**src/rtl/core/bdct_pkg.sv**
```systemverilog
// ----------------------------------------------------------------------------
// Battery discharge capacity tester package
// Shared types, register indexes and reset values.
// ----------------------------------------------------------------------------
package bdct_pkg;

    localparam int CUTOFF_W   = 15;
    localparam int MA_W       = 16;
    localparam int MARGIN_W   = 13;
    localparam int PERIOD_W   = 16;
    localparam int MV_W       = 16;
    localparam int TIME_W     = 32;
    localparam int KNOB_W     = 18;
    localparam int CAP_W      = 48;
    localparam int CFG_IDX_W  = 3;
    localparam int CFG_DATA_W = 16;
    localparam int S_DATA_W   = 88;
    localparam int M_DATA_W   = 88;

    localparam logic [CUTOFF_W-1:0] CUTOFF_RST = CUTOFF_W'(3000);
    localparam logic [MA_W-1:0]     MAX_SP_RST = MA_W'(5000);
    localparam logic [MA_W-1:0]     STEP_RST   = MA_W'(10);
    localparam logic [MA_W-1:0]     MIN_RST    = MA_W'(100);
    localparam logic [MARGIN_W-1:0] MARGIN_RST = MARGIN_W'(500);
    localparam logic [PERIOD_W-1:0] PERIOD_RST = PERIOD_W'(500);

    typedef enum logic [CFG_IDX_W-1:0] {
        CFG_CUTOFF = 3'd0,
        CFG_MAX_SP = 3'd1,
        CFG_STEP   = 3'd2,
        CFG_MIN    = 3'd3,
        CFG_MARGIN = 3'd4,
        CFG_PERIOD = 3'd5
    } t_cfg_idx;

    typedef struct packed {
        logic [CUTOFF_W-1:0] cutoff_mv;
        logic [MA_W-1:0]     max_setpoint_ma;
        logic [MA_W-1:0]     step_reduction_ma;
        logic [MA_W-1:0]     min_discharge_ma;
        logic [MARGIN_W-1:0] drop_margin_mv;
        logic [PERIOD_W-1:0] update_period_ms;
    } t_cfg;

    typedef struct packed {
        logic                     restart;
        logic [TIME_W-1:0]        now_ms;
        logic [MV_W-1:0]          voltage_mv;
        logic [MA_W-1:0]          current_ma;
        logic                     load_enabled;
        logic signed [KNOB_W-1:0] knob_ma;
    } t_sample;

    typedef struct packed {
        logic [CAP_W-1:0]  capacity_accum;
        logic              running_flag;
        logic [TIME_W-1:0] last_update_time;
        logic [MA_W-1:0]   captured_current;
    } t_state;

    typedef struct packed {
        logic [MA_W-1:0]  setpoint_ma;
        logic [CAP_W-1:0] capacity_units;
        logic             timer_running;
        logic             test_done;
        logic [MA_W-1:0]  final_current_ma;
    } t_result;

endpackage

```
**src/rtl/core/battery_discharge_capacity_tester.sv**
```systemverilog
// ----------------------------------------------------------------------------
// Battery discharge capacity tester
// Electronic-load discharge test: capacity count, setpoint control, end check.
// ----------------------------------------------------------------------------
// Each sample beat produces exactly one result beat; an accepted sample
// passes through the input register and then the result register. A new
// sample is taken every cycle while the result slot is empty or draining;
// the test state (capacity, running flag, last update time, captured
// current) is written when a sample moves from the input register to the
// result register, so the next sample always sees it. Throughput is one
// sample per cycle, limited only by output backpressure. Configuration
// registers are written through i_cfg_we / i_cfg_idx / i_cfg_wdata and should
// change only while no sample is in flight. Capacity counts 1/7200 mAh units and
// saturates at its 48-bit maximum.
// ----------------------------------------------------------------------------
module battery_discharge_capacity_tester
    import bdct_pkg::*;
(
    input  logic                  i_clk,
    input  logic                  i_rst_n,
    // configuration write port
    input  logic                  i_cfg_we,
    input  logic [CFG_IDX_W-1:0]  i_cfg_idx,
    input  logic [CFG_DATA_W-1:0] i_cfg_wdata,
    // sample stream
    input  logic                  i_s_tvalid,
    output logic                  o_s_tready,
    // restart[0], now_ms[32:1], voltage_mv[48:33], current_ma[64:49],
    // load_enabled[65], knob_ma[83:66], zero[87:84]
    input  logic [S_DATA_W-1:0]   i_s_tdata,
    // result stream
    output logic                  o_m_tvalid,
    input  logic                  i_m_tready,
    // setpoint_ma[15:0], capacity_units[63:16], timer_running[64],
    // test_done[65], final_current_ma[81:66], zero[87:82]
    output logic [M_DATA_W-1:0]   o_m_tdata
);

    t_cfg    r_cfg;
    t_state  r_state;
    t_state  n_state;
    t_sample r_smp;
    logic    r_in_vld;
    t_result r_res;
    t_result n_res;
    logic    r_out_vld;
    logic    advance;

    // Configuration registers.
    always_ff @(posedge i_clk) begin
        if (!i_rst_n) begin
            r_cfg.cutoff_mv         <= CUTOFF_RST;
            r_cfg.max_setpoint_ma   <= MAX_SP_RST;
            r_cfg.step_reduction_ma <= STEP_RST;
            r_cfg.min_discharge_ma  <= MIN_RST;
            r_cfg.drop_margin_mv    <= MARGIN_RST;
            r_cfg.update_period_ms  <= PERIOD_RST;
        end else if (i_cfg_we) begin
            unique case (t_cfg_idx'(i_cfg_idx))
                CFG_CUTOFF: r_cfg.cutoff_mv         <= i_cfg_wdata[CUTOFF_W-1:0];
                CFG_MAX_SP: r_cfg.max_setpoint_ma   <= i_cfg_wdata[MA_W-1:0];
                CFG_STEP:   r_cfg.step_reduction_ma <= i_cfg_wdata[MA_W-1:0];
                CFG_MIN:    r_cfg.min_discharge_ma  <= i_cfg_wdata[MA_W-1:0];
                CFG_MARGIN: r_cfg.drop_margin_mv    <= i_cfg_wdata[MARGIN_W-1:0];
                CFG_PERIOD: r_cfg.update_period_ms  <= i_cfg_wdata[PERIOD_W-1:0];
                default: begin
                    // drop writes beyond the register list
                end
            endcase
        end
    end

    // Advance the input register into the result register whenever the
    // result slot is empty or is being drained this cycle.
    assign advance    = r_in_vld && (!r_out_vld || i_m_tready);
    assign o_s_tready = !r_in_vld || advance;

    always_ff @(posedge i_clk) begin
        if (!i_rst_n) begin
            r_in_vld <= 1'b0;
        end else if (o_s_tready) begin
            r_in_vld <= i_s_tvalid;
        end
    end

    // Unpack the sample beat; payload needs no reset.
    always_ff @(posedge i_clk) begin
        if (i_s_tvalid && o_s_tready) begin
            r_smp.restart      <= i_s_tdata[0];
            r_smp.now_ms       <= i_s_tdata[32:1];
            r_smp.voltage_mv   <= i_s_tdata[48:33];
            r_smp.current_ma   <= i_s_tdata[64:49];
            r_smp.load_enabled <= i_s_tdata[65];
            r_smp.knob_ma      <= i_s_tdata[83:66];
        end
    end

    bdct_step u_step (
        .i_smp   (r_smp),
        .i_cfg   (r_cfg),
        .i_state (r_state),
        .o_res   (n_res),
        .o_state (n_state)
    );

    // Test state commits together with the result it produced.
    always_ff @(posedge i_clk) begin
        if (!i_rst_n) begin
            r_state <= '0;
        end else if (advance) begin
            r_state <= n_state;
        end
    end

    always_ff @(posedge i_clk) begin
        if (!i_rst_n) begin
            r_out_vld <= 1'b0;
        end else if (advance) begin
            r_out_vld <= 1'b1;
        end else if (i_m_tready) begin
            r_out_vld <= 1'b0;
        end
    end

    always_ff @(posedge i_clk) begin
        if (advance) begin
            r_res <= n_res;
        end
    end

    assign o_m_tvalid = r_out_vld;
    assign o_m_tdata  = {6'd0, r_res.final_current_ma, r_res.test_done,
                         r_res.timer_running, r_res.capacity_units, r_res.setpoint_ma};

endmodule

```
**src/rtl/core/bdct_step.sv**
```systemverilog
// ----------------------------------------------------------------------------
// Battery discharge capacity tester sample datapath
// Computes one result and the next test state from one registered sample.
// ----------------------------------------------------------------------------
module bdct_step
    import bdct_pkg::*;
(
    input  t_sample i_smp,
    input  t_cfg    i_cfg,
    input  t_state  i_state,
    output t_result o_res,
    output t_state  o_state
);

    logic              restart_run;
    logic [CAP_W-1:0]  cap_base;
    logic [MA_W-1:0]   cap_cur;
    logic              run_mid;
    logic              above_cut;
    logic              at_or_below_cut;
    logic [TIME_W-1:0] elapsed;
    logic              do_update;
    logic [CAP_W:0]    cap_sum;
    logic [CAP_W-1:0]  cap_next;
    logic [MA_W-1:0]   sp_clamp;
    logic [MA_W:0]     sp_diff;
    logic [MA_W-1:0]   sp_step;
    logic [MA_W:0]     end_sum;
    logic              end_hit;
    logic [MA_W-1:0]   sp_final;

    always_comb begin
        restart_run = i_smp.restart;
        cap_base    = restart_run ? '0 : i_state.capacity_accum;
        cap_cur     = restart_run ? '0 : i_state.captured_current;

        // Running flag follows the load while the battery is at or above cutoff.
        above_cut       = i_smp.voltage_mv >= MV_W'(i_cfg.cutoff_mv);
        at_or_below_cut = i_smp.voltage_mv <= MV_W'(i_cfg.cutoff_mv);
        if (above_cut) begin
            run_mid = i_smp.load_enabled;
        end else begin
            run_mid = restart_run ? 1'b0 : i_state.running_flag;
        end

        // Wrapping elapsed time against the update period.
        elapsed   = i_smp.now_ms - i_state.last_update_time;
        do_update = elapsed >= TIME_W'(i_cfg.update_period_ms);

        cap_sum = {1'b0, cap_base} + (CAP_W+1)'(i_smp.current_ma);
        if (do_update && run_mid) begin
            cap_next = cap_sum[CAP_W] ? '1 : cap_sum[CAP_W-1:0];
        end else begin
            cap_next = cap_base;
        end

        // Clamp the signed knob into [0, max].
        priority if (i_smp.knob_ma[KNOB_W-1]) begin
            sp_clamp = '0;
        end else if (i_smp.knob_ma[KNOB_W-2:0] > (KNOB_W-1)'(i_cfg.max_setpoint_ma)) begin
            sp_clamp = i_cfg.max_setpoint_ma;
        end else begin
            sp_clamp = i_smp.knob_ma[MA_W-1:0];
        end

        // Step down with a floor, no wrap on borrow.
        sp_diff = {1'b0, sp_clamp} - {1'b0, i_cfg.step_reduction_ma};
        if (sp_diff[MA_W] || (sp_diff[MA_W-1:0] < i_cfg.min_discharge_ma)) begin
            sp_step = i_cfg.min_discharge_ma;
        end else begin
            sp_step = sp_diff[MA_W-1:0];
        end

        // End of test with the load on: voltage + margin <= cutoff (never when margin exceeds cutoff).
        end_sum = {1'b0, i_smp.voltage_mv} + (MA_W+1)'(i_cfg.drop_margin_mv);
        end_hit = i_smp.load_enabled && (end_sum <= (MA_W+1)'(i_cfg.cutoff_mv));

        priority if (end_hit) begin
            sp_final = '0;
        end else if (i_smp.load_enabled && at_or_below_cut) begin
            sp_final = sp_step;
        end else begin
            sp_final = sp_clamp;
        end

        o_state.capacity_accum   = cap_next;
        o_state.running_flag     = run_mid && !end_hit;
        o_state.last_update_time = do_update ? i_smp.now_ms : i_state.last_update_time;
        o_state.captured_current = end_hit ? i_smp.current_ma : cap_cur;

        o_res.setpoint_ma      = sp_final;
        o_res.capacity_units   = cap_next;
        o_res.timer_running    = o_state.running_flag;
        o_res.test_done        = end_hit;
        o_res.final_current_ma = o_state.captured_current;
    end

endmodule

```
**config.mk**
```make
export PLATFORM = sky130hd
export DESIGN_NAME = battery_discharge_capacity_tester
export DESIGN_NICKNAME = d
export VERILOG_FILES = /design/src/rtl/core/bdct_pkg.sv /design/src/rtl/core/battery_discharge_capacity_tester.sv /design/src/rtl/core/bdct_step.sv
export SDC_FILE = /design/constraint.sdc
export NUM_CORES = 1
export LEC_CHECK = 0
export BUFFER_PORTS_ARGS = -buffer_cell sky130_fd_sc_hd__buf_4
export CAP_MARGIN = 30
export CORE_MARGIN = 1.5
export CORE_UTILIZATION = 60
export CTS_CLUSTER_DIAMETER = 80
export DETAILED_ROUTE_END_ITERATION = 10
export PLACE_DENSITY = 0.82
export SYNTH_ARGS = -nofsm -noshare
export SYNTH_HDL_FRONTEND = slang
export SYNTH_SLANG_ARGS = --single-unit
```
**constraint.sdc**
```tcl
create_clock -name i_clk -period 8.5 [get_ports i_clk]
set_input_delay 1.7 -clock i_clk [delete_from_list [all_inputs] [get_ports i_clk]]
set_output_delay 1.7 -clock i_clk [all_outputs]
set_load 0.005 [all_outputs]
```
==> metrics, run 1 <==
# setup viols final=0; hold_sp=r_state[19]; routed wire length on met3=4.137 mm; HPWL after detailed placement=38.49 mm; Hold Path Depth=2; Crit path required time=between 8 and 9 ns; Post-Route M1 WL=23.75 mm; sequential share of the synthesized area=0.4241; PortBufs=191; clk buf depth=3; Final Skew=0.01424 ns; Clock Pin Slew Worst Setup and Hold Paths=0.06 ns; Min-Delay Path Class=register to register; CTS Sinks=357; Initial Utilization=0.6148; drc violations=0; initial antenna violation count=3; Critical Path AT=7.76 ns; critical path capture point type=register; leakage=9.382 nW; Die Y=189.1 um; number of cell rows=67; Max VDD drop=0.0001932 V; RSZ-0062 raised after global routing=false; clk_lat worst skew=0.55 ns; largest net degree at the start of global routing=92; DR WL/cell=18.74 um; Yosys cell types=89; # nets final=2,724; most common cell after layout, fill and taps aside=nand2_1; max_cap viols=0; Synth Flop Type=dfxtp_1; Num CTS Buffers=39; fin crit share=0.8801; # resized after CTS=0; pwr dens=about 180 mW/mm^2; Yosys Warn Count=0; max-slew violations=0; post-route design area=0.02377 sq mm; setup ws final=1.019 ns; synthesized area per cell=8.976 sq um; Core Box Area=0.03378 sq mm; synthesized instance count=2,314; minimum clock period=7.481 ns; gp weighted congestion=0.9329; Placement Cell Area=around 0.022 sq mm; fraction of registers with async set or reset after synthesis=0; commonest cells after routing, fill and taps aside=292 x nand2_1, 223 x a21oi_1, 208 x buf_4; maximum clock rate=between 0.1 and 0.15 GHz; reg2reg start=r_smp[2]; post-CTS setup buffers=0; Total GRT Usage=0.3064; run status=finished clean; Post-Route WL=54.98 mm; global route overflow=0; worst r2r path cells=27; EDFF count, synth=166; max layer used=met5; wire length of the first global-routing pass=just under 90 mm; pre-CTS worst setup slack=1.106 ns; TritonCTS clock tree=done; fill cell count=2,612; Total Power=4.362 mW; Met2 Wirelength=24.72 mm; final hold violations=0; die area=0.03574 sq mm; vias=17,910; Slew HR=0.2887; CP startpoint kind=register; Core Util, Final=0.7035; Seq cells post-synth=357; Root Buffer=clkbuf_16; Crit Path Max Fanout=22; Setup TNS=0 ns; source of the critical timing path=r_smp[2]; H-Tree Depth=2; area of the mapped netlist=0.02077 sq mm; worst slew pin tran=1.063 ns; vias in the first global route=17,100; DRC marker count from the first detailed-route iteration=roughly 1,700; synth-to-layout area growth=14.42%; die width=189.1 um; io pins=202; hold_buf cts=0; WS Path Type=register to register; DRT antenna net count=0; share of cells above drive strength 1=0.1364; drt via density=6.106; 1st-pass router iterations=6
==> where the power goes <==
| group | switching [mW] | total [mW] | internal, mW |
|---|---|---|---|
| Combinational | 0.435 | 0.744 | 0.309 |
| Sequential | 0.0414 | 1.92 | 1.88 |
| Clock | 0.674 | 1.70 | 1.02 |
==> cell usage after synthesis, types with 36 or more instances <==
cell,n,area share
nor3_1,43,0.010
ha_1,153,0.092
nand3_1,83,0.020
inv_1,137,0.025
o211ai_1,36,0.013
and3_1,43,0.013
a21oi_1,223,0.054
clkbuf_1,85,0.015
nor2_1,183,0.033
nand2_1,292,0.053
nor2b_1,61,0.018
xnor2_1,42,0.018
a21o_1,41,0.015
o21ai_0,79,0.019
dfxtp_1,191,0.18
edfxtp_1,166,0.24
==> area by class of cell <==
cell class	count	area [sq um]	area share
Inverter	138	521.8	0.02195
Antenna cell	1	2.502	0.0001053
Multi-Input combinational cell	1708	10970	0.4617
Timing Repair Buffer	211	1628	0.06850
Sequential cell	357	8808	0.3706
Clock inverter	14	166.4	0.007002
Tap cell	448	560.5	0.02359
Clock buffer	57	1106	0.04654
==> through the flow <==
step                hold slack, ns  cells
floorplan                   0.4318   2319
global placement            0.4386   2859
detailed placement          0.4469   2862
CTS                         0.4549   2933
global route                0.4723   2934
finish                      0.4548   2934
==> sequential cells by signal, summed over array words and instances (netlist names) <==
signal	count
r_state	97
r_cfg	92
r_smp	84
o_m_tdata	82
o_m_tvalid	1
r_in_vld	1
==> worst max-delay path, cell delays in order (launching register included) <==
cell,delay [ns]
edfxtp_1,0.39
ha_1,0.31
a21o_1,0.17
a21o_1,0.17
a211oi_1,0.24
o21ai_0,0.16
a221oi_1,0.30
o21ai_0,0.13
o21ai_2,0.21
mux2i_1,0.14
nor2_1,0.26
ha_1,0.30
nor2b_1,0.13
o21ai_0,0.21
a21boi_0,0.18
or4_1,0.45
nand3_1,0.12
a31oi_1,0.17
a211o_1,0.30
a21oi_1,0.19
xnor2_1,0.11
ha_1,0.30
nand4_1,0.12
or4_1,0.52
o21ai_0,0.29
o21a_1,0.65
a21oi_1,0.16
a211oi_1,0.50
==> logic make-up (layout without fill, tap and decap cells) <==
family                   Yosys count  in the layout  share of synthesized area
multiplexers                      59             59                    0.03072
AND/OR/NAND/NOR                  820            820                     0.1856
other                              1              7                  0.0001805
AO/OA/AOI/OAI                    606            606                     0.1887
buffers and inverters            254            420                    0.04940
XOR/XNOR                          60             60                    0.02530
adder cells (fa/ha/maj)          157            157                    0.09602
flip-flops                       357            357                     0.4241
==> routing by layer <==
metal / global-route usage / vias up
met5: 0 / -
met1: 0.4087 / 8433
li1: - / 8606
met2: 0.4839 / 725
met4: 0.1441 / 4
met3: 0.05579 / 146
==> path summary, 6_finish.rpt <==
path / end / slack [ns]
max: o_m_tdata[4] / 1.02
max reg2reg: o_m_tdata[4] / 1.02
min reg2reg: r_state[19] / 0.45
min: r_state[19] / 0.45
Note: power is estimated with default switching activity, not from simulation.
==> run 2, diff against run 1 <==
CORE_ASPECT_RATIO = 1.25   (was unset)
==> metrics, run 2 (synthesis results as in run 1) <==
commonest cells after routing, fill and taps aside=292 x nand2_1, 223 x a21oi_1, 209 x buf_4; GRT met1 Usage=0.3624; Num CTS Buffers=36; Clock Pin Slew Worst Setup and Hold Paths=~0.060 ns; leakage=about 9.3 nW; vias=17,780; Total Power=4.222 mW; number of cell rows=76; hold_sp=r_state[23]; # setup viols final=0; Slew HR=0.3224; worst r2r path cells=30; Root Buffer=clkbuf_16; Setup TNS=0 ns; post-CTS setup buffers=0; Initial Utilization=0.6050; DR WL/cell=~18 um; Hold Path Depth=2; # nets final=between 2,000 and 3,000; maximum clock rate=between 0.1 and 0.15 GHz; Die Y=211.0 um; run status=finished clean; gp weighted congestion=0.9376; slowest stage delay, CP=0.52 ns; HPWL after detailed placement=38.42 mm; die area=0.03575 sq mm; Hold EP=r_state[23]; Post-Route WL=~54 mm; io pins=202; M2 GR Usage=0.5314; Total GRT Usage=0.3034; r2r endpoint=o_m_tdata[0]; Crit path required time=approximately 8.8 ns; max_cap viols=0; critical path capture point type=register; crit path max-delay cell type=or4_1; vias in the first global route=17,390; Critical Path AT=7.83 ns; minimum clock period=7.520 ns; worst slew pin tran=1.016 ns; share of cells above drive strength 1=0.1375; synth-to-layout area growth=14.07%; flop2flop setup slack=0.98 ns; DRC marker count from the first detailed-route iteration=1,460; final hold violations=0; pre-CTS worst setup slack=1.110 ns; max-slew violations=0; Min-Delay Path Class=register to register; post-route non-filler standard cell count=2,950; Final Skew=0.01867 ns; pwr dens=178.2 mW/mm^2; H-Tree Depth=2; PortBufs=191; die width=169.4 um; Reg with most FFs=r_state; most common cell after layout, fill and taps aside=nand2_1; drc violations=0; Crit Path Max Fanout=12; met3 Track Usage GR=0.04628; Post-Place Cells=2,882; wire length of the first global-routing pass=86.18 mm; global route overflow=0; fin crit share=0.8847; CTS Sinks=357; clk_lat worst skew=0.54 ns; TritonCTS clock tree=done; max reg flops=97; 1st-pass router iterations=9; reg2reg start=r_cfg[63]; RSZ-0062 raised after global routing=false; # resized after CTS=0; hold_buf cts=0; clk buf depth=3; GR peak layer=met2; largest net degree at the start of global routing=96; CP startpoint kind=register; DRT antenna net count=0; biggest regs=r_state (97), r_cfg (92), r_smp (84); initial antenna violation count=2; setup ws final=0.9804 ns; drt via density=around 6.0; Max VDD drop=0.0001861 V; WS Path Type=register to register; Core Box Area=0.03433 sq mm
run 2: final cells by class:
class | count | area, sq um
Multi-Input combinational cell | 1708 | 10970
Fill cell | 2669 | 10640
Sequential cell | 357 | 8808
Timing Repair Buffer | 213 | 1663
Clock buffer | 50 | 1015
Tap cell | 468 | 585.6
Inverter | 138 | 521.8
Clock inverter | 14 | 125.1
Antenna cell | 2 | 5.005
run 2: worst max-delay path by stage:
stage | slack [ns] | end | cells after the start | from
floorplan | 1.64 | o_m_tdata[0] | 30 | r_smp[2]
global placement | 1.23 | o_m_tdata[2] | 30 | r_cfg[63]
detailed placement | 1.11 | o_m_tdata[2] | 30 | r_cfg[63]
CTS | 1.02 | o_m_tdata[2] | 30 | r_cfg[63]
global route | 0.43 | o_m_tdata[0] | 30 | r_cfg[63]
finish | 0.98 | o_m_tdata[0] | 30 | r_cfg[63]
run 2: power breakdown:
group	switching [mW]	internal [mW]
logic	0.435	0.313
registers	0.0419	1.88
clock network	0.657	0.896
run 2: per-layer routing:
layer,routed length [um],share of wire,vias up
met3,3591,0.066,175
met4,2678,0.049,0
met2,26460,0.49,688
li1,-,-,8588
met5,0,0,-
met1,21750,0.40,8326
run 2: through the flow:
stage	util	hold slack (ns)	cell area, sq um
2_1_floorplan	-	0.4318	20790
3_3_place_gp	0.6536	0.4393	22440
3_5_place_dp	0.6557	0.4465	22510
4_1_cts	0.6889	0.4544	23650
5_1_grt	0.6902	0.4711	23690
6_report	0.6902	0.4524	23690
run 2: worst max-delay path: cells and delay by family, from the launching register on:
kind / cells / cell delay (ns)
compound gates: 17 / 3.89
xor+xnor: 1 / 0.09
fa+ha+maj: 4 / 1.18
buf+inv: 3 / 0.36
flops: 1 / 0.36
mux: 1 / 0.44
simple gates: 4 / 0.99
